`src/rtl/core/tds_pkg.sv`:
```
package tds_pkg;

  // Command codes of an input item
  localparam logic [2:0] CMD_START   = 3'd0;
  localparam logic [2:0] CMD_REPEAT  = 3'd1;
  localparam logic [2:0] CMD_STOP    = 3'd2;
  localparam logic [2:0] CMD_ADVANCE = 3'd3;
  localparam logic [2:0] CMD_CLEAR   = 3'd4;

  // Table size and time width, tied to the widths of the item fields
  localparam int TIMER_COUNT = 16;
  localparam int TIME_BITS   = 48;

  localparam int MAX_RESULTS = 16;
  localparam int LIST_BITS   = $clog2(MAX_RESULTS);
  localparam logic signed [31:0] INT_MAX    = 32'sh7FFF_FFFF;
  localparam logic signed [31:0] NO_TIMER   = -32'sd1;

  typedef enum logic [2:0] {
    OP_START,
    OP_REPEAT,
    OP_STOP,
    OP_ADVANCE,
    OP_CLEAR,
    OP_NOP
  } op_kind_t;

  typedef struct packed {
    logic [2:0]  cmd;
    logic [3:0]  timer_id;
    logic [47:0] delay_ticks;
    logic [47:0] now_time;
  } in_item_t;

  typedef struct packed {
    logic               fired;
    logic [3:0]         fired_id;
    logic               last;
    logic signed [31:0] next_delay;
  } out_item_t;

  // Classified command handed from front to back
  typedef struct packed {
    op_kind_t    kind;
    logic        id_ok;
    logic [3:0]  timer_id;
    logic [47:0] delay_ticks;
    logic [47:0] now_time;
  } op_t;

endpackage

```
`src/rtl/core/tds_front.sv`:
```
module tds_front
  import tds_pkg::*;
(
  input  logic     clk,
  input  logic     rst,
  input  logic     push,
  output logic     full,
  input  in_item_t item,
  output logic     op_valid,
  output op_t      op,
  input  logic     op_take
);

  op_t        slots [2];
  logic       wr_ptr;
  logic       rd_ptr;
  logic [1:0] count;
  op_t        classified;
  logic       do_wr;
  logic       do_rd;

  // Classify the incoming command
  always_comb begin
    classified.timer_id    = item.timer_id;
    classified.delay_ticks = item.delay_ticks;
    classified.now_time    = item.now_time;
    classified.id_ok       = 32'(item.timer_id) < TIMER_COUNT;
    case (item.cmd)
      CMD_START:   classified.kind = OP_START;
      CMD_REPEAT:  classified.kind = OP_REPEAT;
      CMD_STOP:    classified.kind = OP_STOP;
      CMD_ADVANCE: classified.kind = OP_ADVANCE;
      CMD_CLEAR:   classified.kind = OP_CLEAR;
      default:     classified.kind = OP_NOP;
    endcase
  end

  assign full     = count == 2'd2;
  assign op_valid = count != 2'd0;
  assign op       = slots[rd_ptr];
  assign do_wr    = push && !full;
  assign do_rd    = op_take && op_valid;

  // Hold classified commands until the back end takes them
  always_ff @(posedge clk) begin
    if (do_wr) begin
      slots[wr_ptr] <= classified;
    end
  end

  always_ff @(posedge clk) begin
    if (rst) begin
      wr_ptr <= 1'b0;
      rd_ptr <= 1'b0;
      count  <= 2'd0;
    end else begin
      if (do_wr) begin
        wr_ptr <= !wr_ptr;
      end
      if (do_rd) begin
        rd_ptr <= !rd_ptr;
      end
      count <= count + 2'(do_wr) - 2'(do_rd);
    end
  end

endmodule

```
`src/rtl/core/tds_engine.sv`:
```
module tds_engine
  import tds_pkg::*;
(
  input  logic      clk,
  input  logic      rst,
  input  logic      op_valid,
  input  op_t       op,
  output logic      op_take,
  output logic      res_valid,
  output out_item_t res,
  input  logic      res_pop
);

  localparam int IW = $clog2(TIMER_COUNT);
  localparam int TB = TIME_BITS;

  typedef enum logic [2:0] {
    E_IDLE,
    E_CMD,
    E_SCAN,
    E_FIRE_RD,
    E_FIRE_WR,
    E_EMIT
  } state_t;

  function automatic logic [TB-1:0] sat_add(input logic [TB-1:0] a, input logic [TB-1:0] b);
    logic [TB:0] s;
    s = {1'b0, a} + {1'b0, b};
    return s[TB] ? '1 : s[TB-1:0];
  endfunction

  state_t                  state;
  op_t                     cur_op;
  logic [TB-1:0]           cur_time;
  logic [TIMER_COUNT-1:0]  armed;
  logic [TIMER_COUNT-1:0]  done;
  logic [TIMER_COUNT-1:0]  ivalid;
  logic [TB-1:0]           dl_mem [TIMER_COUNT];
  logic [TB-1:0]           iv_mem [TIMER_COUNT];
  logic [TB-1:0]           dl_rd;
  logic [TB-1:0]           iv_rd;
  logic [IW-1:0]           rd_addr;
  logic [IW:0]             idx;
  logic                    p_valid;
  logic [IW-1:0]           p_idx;
  logic                    found;
  logic [TB-1:0]           best;
  logic [IW-1:0]           pick;
  logic                    nd_mode;
  logic [IW-1:0]           list [MAX_RESULTS];
  logic [LIST_BITS:0]      n;
  logic [LIST_BITS-1:0]    e;
  logic signed [31:0]      nd;
  logic signed [31:0]      nd_next;
  logic [IW-1:0]           cid;
  logic [TB-1:0]           cdelay;
  logic                    cand;
  logic                    rearm;
  logic                    scan_end;
  logic [LIST_BITS:0]      ecount;
  logic                    dl_we;
  logic [IW-1:0]           dl_wa;
  logic [TB-1:0]           dl_wd;
  logic                    iv_we;
  logic [63:0]             b64;
  logic [63:0]             c64;
  logic [63:0]             d64;

  assign cid      = IW'(cur_op.timer_id);
  assign cdelay   = TB'(cur_op.delay_ticks);
  assign op_take  = state == E_IDLE;
  assign rearm    = ivalid[pick] && iv_rd != '0;
  assign scan_end = idx == (IW+1)'(TIMER_COUNT) && !p_valid;
  assign ecount   = (n == '0) ? (LIST_BITS+1)'(1) : n;

  // Candidate test for the entry whose deadline arrives this cycle
  always_comb begin
    cand = p_valid && armed[p_idx] && (!found || dl_rd < best);
    if (!nd_mode) begin
      cand = cand && !done[p_idx] && dl_rd <= cur_time;
    end
  end

  // Delay to the nearest deadline, clamped
  always_comb begin
    b64 = 64'(best);
    c64 = 64'(cur_time);
    d64 = b64 - c64;
    if (!found) begin
      nd_next = NO_TIMER;
    end else if (b64 <= c64) begin
      nd_next = '0;
    end else if (d64 >= 64'(INT_MAX)) begin
      nd_next = INT_MAX;
    end else begin
      nd_next = 32'(d64);
    end
  end

  // Select the read address and the memory writes
  always_comb begin
    rd_addr = pick;
    dl_we   = 1'b0;
    dl_wa   = cid;
    dl_wd   = sat_add(cur_time, cdelay);
    iv_we   = 1'b0;
    case (state)
      E_SCAN: begin
        rd_addr = idx[IW-1:0];
      end
      E_CMD: begin
        dl_we = cur_op.id_ok && (cur_op.kind == OP_START || cur_op.kind == OP_REPEAT)
                && !armed[cid];
        iv_we = cur_op.id_ok && cur_op.kind == OP_REPEAT;
      end
      E_FIRE_WR: begin
        dl_we = rearm;
        dl_wa = pick;
        dl_wd = sat_add(cur_time, iv_rd);
      end
      default: begin
      end
    endcase
  end

  // Deadline and interval storage
  always_ff @(posedge clk) begin
    if (dl_we) begin
      dl_mem[dl_wa] <= dl_wd;
    end
    if (iv_we) begin
      iv_mem[cid] <= cdelay;
    end
    dl_rd <= dl_mem[rd_addr];
    iv_rd <= iv_mem[rd_addr];
  end

  // Sequence commands, scans, firing and result transfer
  always_ff @(posedge clk) begin
    if (rst) begin
      state     <= E_IDLE;
      armed     <= '0;
      done      <= '0;
      ivalid    <= '0;
      cur_time  <= '0;
      res_valid <= 1'b0;
      n         <= '0;
      e         <= '0;
      idx       <= '0;
      p_valid   <= 1'b0;
      found     <= 1'b0;
      nd_mode   <= 1'b0;
    end else begin
      // Drop a transferred result unless the next one replaces it
      if (res_valid && res_pop && state != E_EMIT) begin
        res_valid <= 1'b0;
      end
      case (state)
        E_IDLE: begin
          if (op_valid) begin
            cur_op <= op;
            n      <= '0;
            if (op.kind == OP_ADVANCE) begin
              cur_time <= TB'(op.now_time);
              done     <= '0;
              nd_mode  <= 1'b0;
              idx      <= '0;
              p_valid  <= 1'b0;
              found    <= 1'b0;
              state    <= E_SCAN;
            end else begin
              state <= E_CMD;
            end
          end
        end
        E_CMD: begin
          if (cur_op.id_ok) begin
            case (cur_op.kind)
              OP_START: armed[cid] <= 1'b1;
              OP_REPEAT: begin
                armed[cid]  <= 1'b1;
                ivalid[cid] <= 1'b1;
              end
              OP_STOP: armed[cid] <= 1'b0;
              OP_CLEAR: begin
                armed[cid]  <= 1'b0;
                ivalid[cid] <= 1'b0;
              end
              default: begin
              end
            endcase
          end
          nd_mode <= 1'b1;
          idx     <= '0;
          p_valid <= 1'b0;
          found   <= 1'b0;
          state   <= E_SCAN;
        end
        E_SCAN: begin
          if (cand) begin
            found <= 1'b1;
            best  <= dl_rd;
            pick  <= p_idx;
          end
          if (idx != (IW+1)'(TIMER_COUNT)) begin
            p_valid <= 1'b1;
            p_idx   <= idx[IW-1:0];
            idx     <= idx + 1'b1;
          end else begin
            p_valid <= 1'b0;
          end
          if (scan_end) begin
            if (nd_mode) begin
              nd    <= nd_next;
              e     <= '0;
              state <= E_EMIT;
            end else if (found) begin
              state <= E_FIRE_RD;
            end else begin
              nd_mode <= 1'b1;
              idx     <= '0;
              found   <= 1'b0;
            end
          end
        end
        E_FIRE_RD: begin
          state <= E_FIRE_WR;
        end
        E_FIRE_WR: begin
          armed[pick]         <= rearm;
          done[pick]          <= 1'b1;
          list[n[LIST_BITS-1:0]] <= pick;
          n                   <= n + 1'b1;
          nd_mode             <= n + 1'b1 == (LIST_BITS+1)'(MAX_RESULTS);
          idx                 <= '0;
          p_valid             <= 1'b0;
          found               <= 1'b0;
          state               <= E_SCAN;
        end
        E_EMIT: begin
          if (!res_valid || res_pop) begin
            res_valid      <= 1'b1;
            res.fired      <= n != '0;
            res.fired_id   <= (n != '0) ? 4'(list[e]) : 4'd0;
            res.last       <= (LIST_BITS+1)'(e) + 1'b1 == ecount;
            res.next_delay <= nd;
            e              <= e + 1'b1;
            if ((LIST_BITS+1)'(e) + 1'b1 == ecount) begin
              state <= E_IDLE;
            end
          end
        end
        default: state <= E_IDLE;
      endcase
    end
  end

endmodule

```
`src/rtl/core/timer_deadline_scheduler.sv`:
```
// Throughput: one item at a time in the back end, set by the deadline scan over the
// single read port of the deadline table; a two-entry queue in front takes items meanwhile.
// Reset (synchronous): disarms all timers, forgets intervals, zeroes current time and
// empties both queues; no clearing pass, the block takes items in the next cycle.
module timer_deadline_scheduler
  import tds_pkg::*;
(
  input  logic      clk,
  input  logic      rst,
  input  logic      push,
  output logic      full,
  input  in_item_t  item,
  output logic      empty,
  input  logic      pop,
  output out_item_t result
);

  logic op_valid;
  op_t  op;
  logic op_take;
  logic res_valid;

  tds_front u_front (
    .clk     (clk),
    .rst     (rst),
    .push    (push),
    .full    (full),
    .item    (item),
    .op_valid(op_valid),
    .op      (op),
    .op_take (op_take)
  );

  tds_engine u_engine (
    .clk      (clk),
    .rst      (rst),
    .op_valid (op_valid),
    .op       (op),
    .op_take  (op_take),
    .res_valid(res_valid),
    .res      (result),
    .res_pop  (pop)
  );

  assign empty = !res_valid;

  // A result that reports no expiry is always the only one of its item
  a_nofire_last: assert property (@(posedge clk) disable iff (rst)
    (!empty && !result.fired) |-> (result.last && result.fired_id == 4'd0))
    else $error("non-firing result is not a single last result");

  // Negative delay codes are only the no-timer marker
  a_delay_range: assert property (@(posedge clk) disable iff (rst)
    (!empty && result.next_delay[31]) |-> result.next_delay == NO_TIMER)
    else $error("next_delay below -1");

  // Nothing waits on the result side right after reset
  a_reset_empty: assert property (@(posedge clk) $past(rst) |-> empty)
    else $error("result pending after reset");

endmodule
```
`config.mk`:
```
export PLATFORM = sky130hd
export DESIGN_NAME = timer_deadline_scheduler
export DESIGN_NICKNAME = d
export VERILOG_FILES = /design/src/rtl/core/tds_pkg.sv /design/src/rtl/core/tds_front.sv /design/src/rtl/core/tds_engine.sv /design/src/rtl/core/timer_deadline_scheduler.sv
export SDC_FILE = /design/constraint.sdc
export NUM_CORES = 2
export LEC_CHECK = 0
export BUFFER_PORTS_ARGS = -buffer_cell sky130_fd_sc_hd__buf_2
export CORE_AREA = 2 2 388 390
export DETAILED_ROUTE_END_ITERATION = 8
export DIE_AREA = 0 0 390 392
export PLACE_DENSITY = 0.76
export SKIP_LAST_GASP = 1
export SYNTH_ARGS = -nofsm -noshare
export SYNTH_HDL_FRONTEND = slang
export SYNTH_SLANG_ARGS = --single-unit
```
`constraint.sdc`:
```
create_clock -name clk -period 10.6 [get_ports clk]
set_clock_uncertainty 0.05 [all_clocks]
set_input_delay 2.12 -clock clk [delete_from_list [all_inputs] [get_ports clk]]
set_output_delay 2.12 -clock clk [all_outputs]
set_load 0.1 [all_outputs]
```
# ---- Yosys cells after proc, flatten, opt, wreduce, memory -nomap -nowiden
# Memory sizes are Yosys's and may differ from the RTL's. A register that Yosys moved wholly into a read port is not among the register bits.
# Cells that the tools add are included.
dict set report word_totals {
  ramBits 1806
  reg_bits 299
  inputBits 107
  mem_count 4
  word_cells 220
  output_inout_bits 40
}
# name depth width read_ports rd_clocked_by_memory_dff wr line
set mem_list {}
lappend mem_list {u_engine.dl_mem 16 48 1 1 1 tds_engine.sv:38} ;# logic [TB-1:0] dl_mem [TIMER_COUNT];
lappend mem_list {u_engine.iv_mem 16 48 1 1 1 tds_engine.sv:39} ;# logic [TB-1:0] iv_mem [TIMER_COUNT];
lappend mem_list {u_front.slots 2 103 1 1 1 tds_front.sv:14} ;# op_t slots [2];
lappend mem_list {u_engine.list 16 4 1 1 1 tds_engine.sv:50} ;# logic [IW-1:0] list [MAX_RESULTS];
dict set report classes {
  n_bitwise 7
  eq_ne 28
  addsub 9
  n_reduce_logical 57
  n_lt_le_gt_ge 9
  mux 80
}
# cell n
set ops {}
lappend ops {{two-way mux 48 bit} 3}
lappend ops {{case mux 16 bit (2 select lines)} 4}
lappend ops {{adder 48 x 48 -> 49 bit} 2}
lappend ops {{less-or-equal comparator 48 bit} 2}
lappend ops {{>= comparator 64 x 31 -> 1 bit (second input constant)} 1}
lappend ops {{two-way mux 32 bit} 2}
lappend ops {{subtractor 48 x 48 -> 49 bit} 1}
lappend ops {{< comparator 48 bit} 1}
lappend ops {{two-way mux 16 bit} 3}
lappend ops {{bitwise OR 16 bit} 3}
lappend ops {{nonzero test 48 bit} 1}
lappend ops {{two-way mux 5 bit} 8}
lappend ops {{AND 16 bit} 2}
lappend ops {{two-way mux 1 bit} 32}
lappend ops {{case mux 3 bit (5 select lines)} 2}
lappend ops {{AND reduction 3 bit} 9}
lappend ops {{two-way mux 4 bit} 5}
lappend ops {{== test 3 x 2 -> 1 bit (second input constant)} 6}
lappend ops {{two-way mux 3 bit} 6}
lappend ops {{binary-select mux 1 bit (select 4 bit)} 4}
lappend ops {{bitwise mux 16 bit} 1}
lappend ops {{inverter 16 bit} 1}
lappend ops {{logical AND 1 bit} 15}
lappend ops {{< comparator 4 x 5 -> 1 bit (second input constant)} 3}
lappend ops {{other kinds (36)} 73}

# ---- Depth between registers and ports, before layout
dict set report logic_depth {
  ltp_word 12
  ltp_mapped 15
}

# ---- Cells and area by module
# From an unflattened synthesis, not the netlist that was laid out.
dict set report hier_totals {
  cells_unflattened 5694
  area_unflattened_um2 93081.8
}
# module area_per_inst_um2 seq_area_each_um2 n_inst cells_per_inst
set by_module_without_submodules {}
lappend by_module_without_submodules {tds_engine 85366.9 57775.4 1 5341}
lappend by_module_without_submodules {tds_front 7711.1 6286.0 1 352}
lappend by_module_without_submodules {timer_deadline_scheduler 3.8 0.0 1 1}

# ---- Worst setup path before layout
# Ideal clock, no wire load.
dict set report synth_timing {
  path_type {register -> register}
  start {register u_engine.p_idx[0]}
  end {register u_engine.best[0] (enable)}
  setup_ps 591
  arrival_time_ps 7643
  stages_incl_launch_ff 10
  setup_slack_ps 2316
  required_ps 9959
  period_less_slack_ps 8284
  path_cell_list {edfxtp_1 clkbuf_1 mux4_2 mux4_2 a2111oi_0 o221ai_1 a31oi_1 and4_1 o21bai_1 nor4_1}
}
dict set report synth_between {
  elab_chain_cells 8
  elab_cells_between_ends 11
}
# element line
set synth_rtl {}
lappend synth_rtl {{start: declaration} tds_engine.sv:45} ;# logic [IW-1:0] p_idx;
lappend synth_rtl {{start signal: assignment} tds_engine.sv:207} ;# p_idx <= idx[IW-1:0];
lappend synth_rtl {{binary-select mux 1 bit (select 4 bit)} tds_engine.sv:78} ;# cand = p_valid && armed[p_idx] && (!found || dl_rd < best);
lappend synth_rtl {{two-way mux 1 bit (implied by the code)} tds_engine.sv:78}
lappend synth_rtl {{logical AND 1 bit (2 in a row)} tds_engine.sv:78}
lappend synth_rtl {{logical AND 1 bit (2 in a row)} tds_engine.sv:80} ;# cand = cand && !done[p_idx] && dl_rd <= cur_time;
lappend synth_rtl {{two-way mux 1 bit (*)} tds_engine.sv:79} ;# if (!nd_mode) begin
lappend synth_rtl {{AND reduction 3 bit (no line) (*)} --}
lappend synth_rtl {{end signal: assignment} tds_engine.sv:202} ;# best <= dl_rd;
lappend synth_rtl {{end: declaration} tds_engine.sv:47} ;# logic [TB-1:0] best;
# Every way passes the cells marked *; elsewhere a longest branch is shown, timed or not. The select of a mux whose other input is x is not followed.
# A chain may end at the register's enable or synchronous reset.

# ---- Worst setup path in the final report
dict set report layout_timing {
  start {register u_engine.cur_op, in the netlist u_engine.cdelay[0]}
  end {memory u_engine.dl_mem[9][23] (netlist name) (data pin)}
}
dict set report layout_between {
  elab_chain_cells 3
}
# element line
set layout_rtl {}
lappend layout_rtl {{start: declaration} tds_engine.sv:33} ;# op_t cur_op;
lappend layout_rtl {{start signal: assignment} tds_engine.sv:161} ;# cur_op <= op;
lappend layout_rtl {{adder 48 x 48 -> 49 bit} tds_engine.sv:28} ;# s = {1'b0, a} + {1'b0, b};
lappend layout_rtl {{two-way mux 48 bit} tds_engine.sv:29} ;# return s[TB] ? '1 : s[TB-1:0];
lappend layout_rtl {{two-way mux 48 bit} tds_engine.sv:107} ;# case (state)
lappend layout_rtl {{named net u_engine.dl_wd[23]} tds_engine.sv:63} ;# logic [TB-1:0] dl_wd;
lappend layout_rtl {{end: declaration} tds_engine.sv:38}
# The timed path passes the listed nets, and every way through them passes these cells.

==> results.json <==
{
  "status": "finished clean",
  "ys_async_sr_fraction_pct": 0,
  "cp_data_arrival_time_ps": 6310,
  "drt_iter0_drc": 6686,
  "start_util_pct": 62.5,
  "cts_buffers": 209,
  "drv_slew": 0,
  "grt_setup_unrepaired": "false",
  "synthesis.nets": 6098,
  "hold_depth": 0,
  "seqPwrFrac_pct": 48.4,
  "final_util_pct": 69.4,
  "switching_share_pct": 29.3,
  "path_max_fanout": 17,
  "final_hold_viol_count": 0,
  "gp_congestion": 0.980,
  "layout_commonest_cell": "edfxtp_1",
  "cts_resized": 0,
  "grt.overflow.total": 0,
  "ys.warnings.count": 0,
  "route.met3.wl_um": 26400,
  "die_x_um": 390,
  "drt-pass1-iter-count": 6,
  "start_kind": "register",
  "p_sw_mw": 6.78,
  "leakagePower_nw": 34.4,
  "cts-hold-fix-buffers": 0,
  "htreeDepth": 4,
  "final_cell_mix": "edfxtp_1, mux4_2, nand2_1",
  "numClockSinks": 2205,
  "wl_per_cell_um": 30.7,
  "finalCriticalPeriod_ps": 5850,
  "synth.largest_area_cell": "edfxtp_1",
  "cts_tree": "yes",
  "syn_area_um2": 93100,
  "clk_pin_slew_worst_paths_ps": 60,
  "intPower_mw": 16.3,
  "finalNetCount": 6274,
  "design_area_um2": 103000,
  "syn_area_per_cell_um2": 16.2,
  "top_layer": "met5",
  "wirelength_um": 248000,
  "slowest_stage": "a21oi_1",
  "clk_latency_ps": 900,
  "drive_gt1_share_pct": 18.3,
  "tightest_slew_ps": 1290,
  "crit_chain": "ha_1, inv_1, fa_1, nor2b_1, o31a_1, o211ai_1, a2111oi_0, nor3_1, o31ai_1, a311oi_1, nor2_1, nor2_1, a21oi_1",
  "hp-class": "reg2reg",
  "grt_usage_pct": 32.6,
  "rows": 142,
  "grt_max_degree": 156,
  "path_common_cell": "nor2_1",
  "cts_max_path_buffers": 3,
  "dr_total_vias": 54600,
  "placement.io_buffers": 146,
  "grt_pass1_wl_um": 359000,
  "ios": 147,
  "yosysUniqueCellTypes": 80,
  "synthCells": 5739,
  "wirelength_met1_um": 91300,
  "root_buffer": "clkbuf_16",
  "place_area_um2": 96200,
  "syn2layout_area_growth_pct": 11.1,
  "wl_met2_um": 117000,
  "antenna_found_initial": 9,
  "fin_hold_ws_ps": 360,
  "comb_power_share_pct": 18.8,
  "die_h_um": 392,
  "max_stage_delay_ps": 940,
  "drc": 0,
  "synth-seq-area-share_pct": 68.8,
  "grt_pass1_vias": 53800,
  "reg2reg_slack_ps": 4750,
  "clock.fmax_mhz": 171,
  "place_hpwl_um": 149000,
  "synth_edf_count": 1987,
  "fillers": 9359,
  "critPathKind": "reg2reg",
  "setup_violations": 0,
  "fp.coreArea_um2": 149000,
  "clockPowerShare_pct": 32.8,
  "synthTopCellsByArea": "edfxtp_1, mux4_2, dfxtp_1, ha_1, nand2_1",
  "slew_headroom_pct": 14.0,
  "pre_cts_ws_ps": 4920,
  "fin_setup_tns_ps": 0,
  "synthFlopType": "edfxtp_1",
  "finalCritPeriodShare_pct": 55.2,
  "vias_per_cell": 6.78,
  "cap_violations": 0,
  "postLayoutSetupSlackWorst_ps": 4750,
  "pwr_density_cell_nw_per_um2": 223,
  "cp-end-kind": "register",
  "cts_setup_buffers": 0,
  "rr_worst_depth": 13,
  "ys_ff_latch": 2205,
  "dieArea_um2": 153000,
  "vdd_drop_max_v": 0.000181,
  "synth_top_area_share_pct": 64.1,
  "drt.antenna.violating_nets": 0,
  "critical_path_required_ps": 11060
}
-- cell usage after synthesis, drive strengths merged, types with 59 or more instances --
cell and count:
edfxtp 1987, mux4 424, nand2 375, nor2 285
ha 249, a21oi 223, dfxtp 218, clkbuf 191
a211oi 183, inv 156, a31oi 154, o21ai 151
and2 117, a21o 95, buf 83, nand3 63
mux2i 59, nand4 59, xnor2 59
-- cells by family after synthesis --
family | count (synthesis) | synth area share, %
buffers and inverters | 430 | 1.83
adders and majority gates | 253 | 3.42
xor gates and xnor gates | 113 | 1.06
DFF | 2205 | 68.8
muxes | 539 | 11.6
and+or+nand+nor | 1134 | 5.78
AOI/OAI and AO/OA | 1065 | 7.54
-- power groups by stage --
stage	clock, mW	combinational (mW)	sequential [mW]
after floorplan	0	2.90	11.0
after global placement	0	4.19	11.3
after detailed placement	0	4.26	11.3
after CTS	7.65	4.30	11.2
after global routing	7.98	4.67	11.2
final	7.57	4.35	11.2
-- sequential cells by signal, summed over array words and instances (netlist names), 3 cells and up, named ones only --
signal and cells:
u_engine.best 48, u_engine.cdelay 48, u_engine.cid 4, u_engine.cur_op 3, u_engine.cur_time 48, u_engine.dl_mem 768, u_engine.dl_rd 48, u_engine.done 16
u_engine.e 4, u_engine.idx 5, u_engine.iv_mem 768, u_engine.iv_rd 48, u_engine.list 64, u_engine.n 5, u_engine.nd 32, u_engine.p_idx 4
u_engine.pick 4, u_engine.res 38, u_engine.state 3, u_front.slots 206
-- metal layers --
| metal | up-vias | track usage [%] |
|---|---|---|
| li1 | 23200 | - |
| met1 | 27700 | 44.0 |
| met2 | 3116 | 51.3 |
| met3 | 573 | 6.58 |
| met4 | 6 | 16.2 |
| met5 | - | 0 |
-- critical path, delay by kind of cell, from the launching register on --
| family | cells | cell delay, ps |
|---|---|---|
| adder cells (fa/ha/maj) | 2 | 670 |
| AO/OA/AOI/OAI | 6 | 2830 |
| flip-flops | 1 | 660 |
| buffers and inverters | 1 | 60 |
| AND/OR/NAND/NOR | 4 | 1220 |
-- path summary, 6_finish.rpt --
kind                                         start                endpoint
worst max-delay path            u_engine.cdelay[0]  u_engine.dl_mem[9][23]
worst min-delay path               u_engine.nd[12]        u_engine.res[12]
worst min register to register     u_engine.nd[12]        u_engine.res[12]
worst max register to register  u_engine.cdelay[0]  u_engine.dl_mem[9][23]
-- through the flow --
step,power (mW),instances
4_1_cts,23.1,8048
5_1_grt,23.9,8048
6_report,23.1,8054
3_5_place_dp,15.6,7648
3_3_place_gp,15.5,7648
2_1_floorplan,13.9,5739
-- cell type report --
| cell class | instances | area (um2) | area share, % |
|---|---|---|---|
| diodes | 6 | 15.0 | 0.0145 |
| clock buffers | 273 | 5700 | 5.51 |
| clock inverters | 127 | 1420 | 1.38 |
| inverters | 156 | 586 | 0.566 |
| multi-input cells | 3104 | 27700 | 26.8 |
| flip-flops and latches | 2205 | 64000 | 61.9 |
| well taps | 1944 | 2430 | 2.35 |
| repair buffers | 239 | 1510 | 1.46 |
No activity file was read; power rests on OpenSTA's default activity.
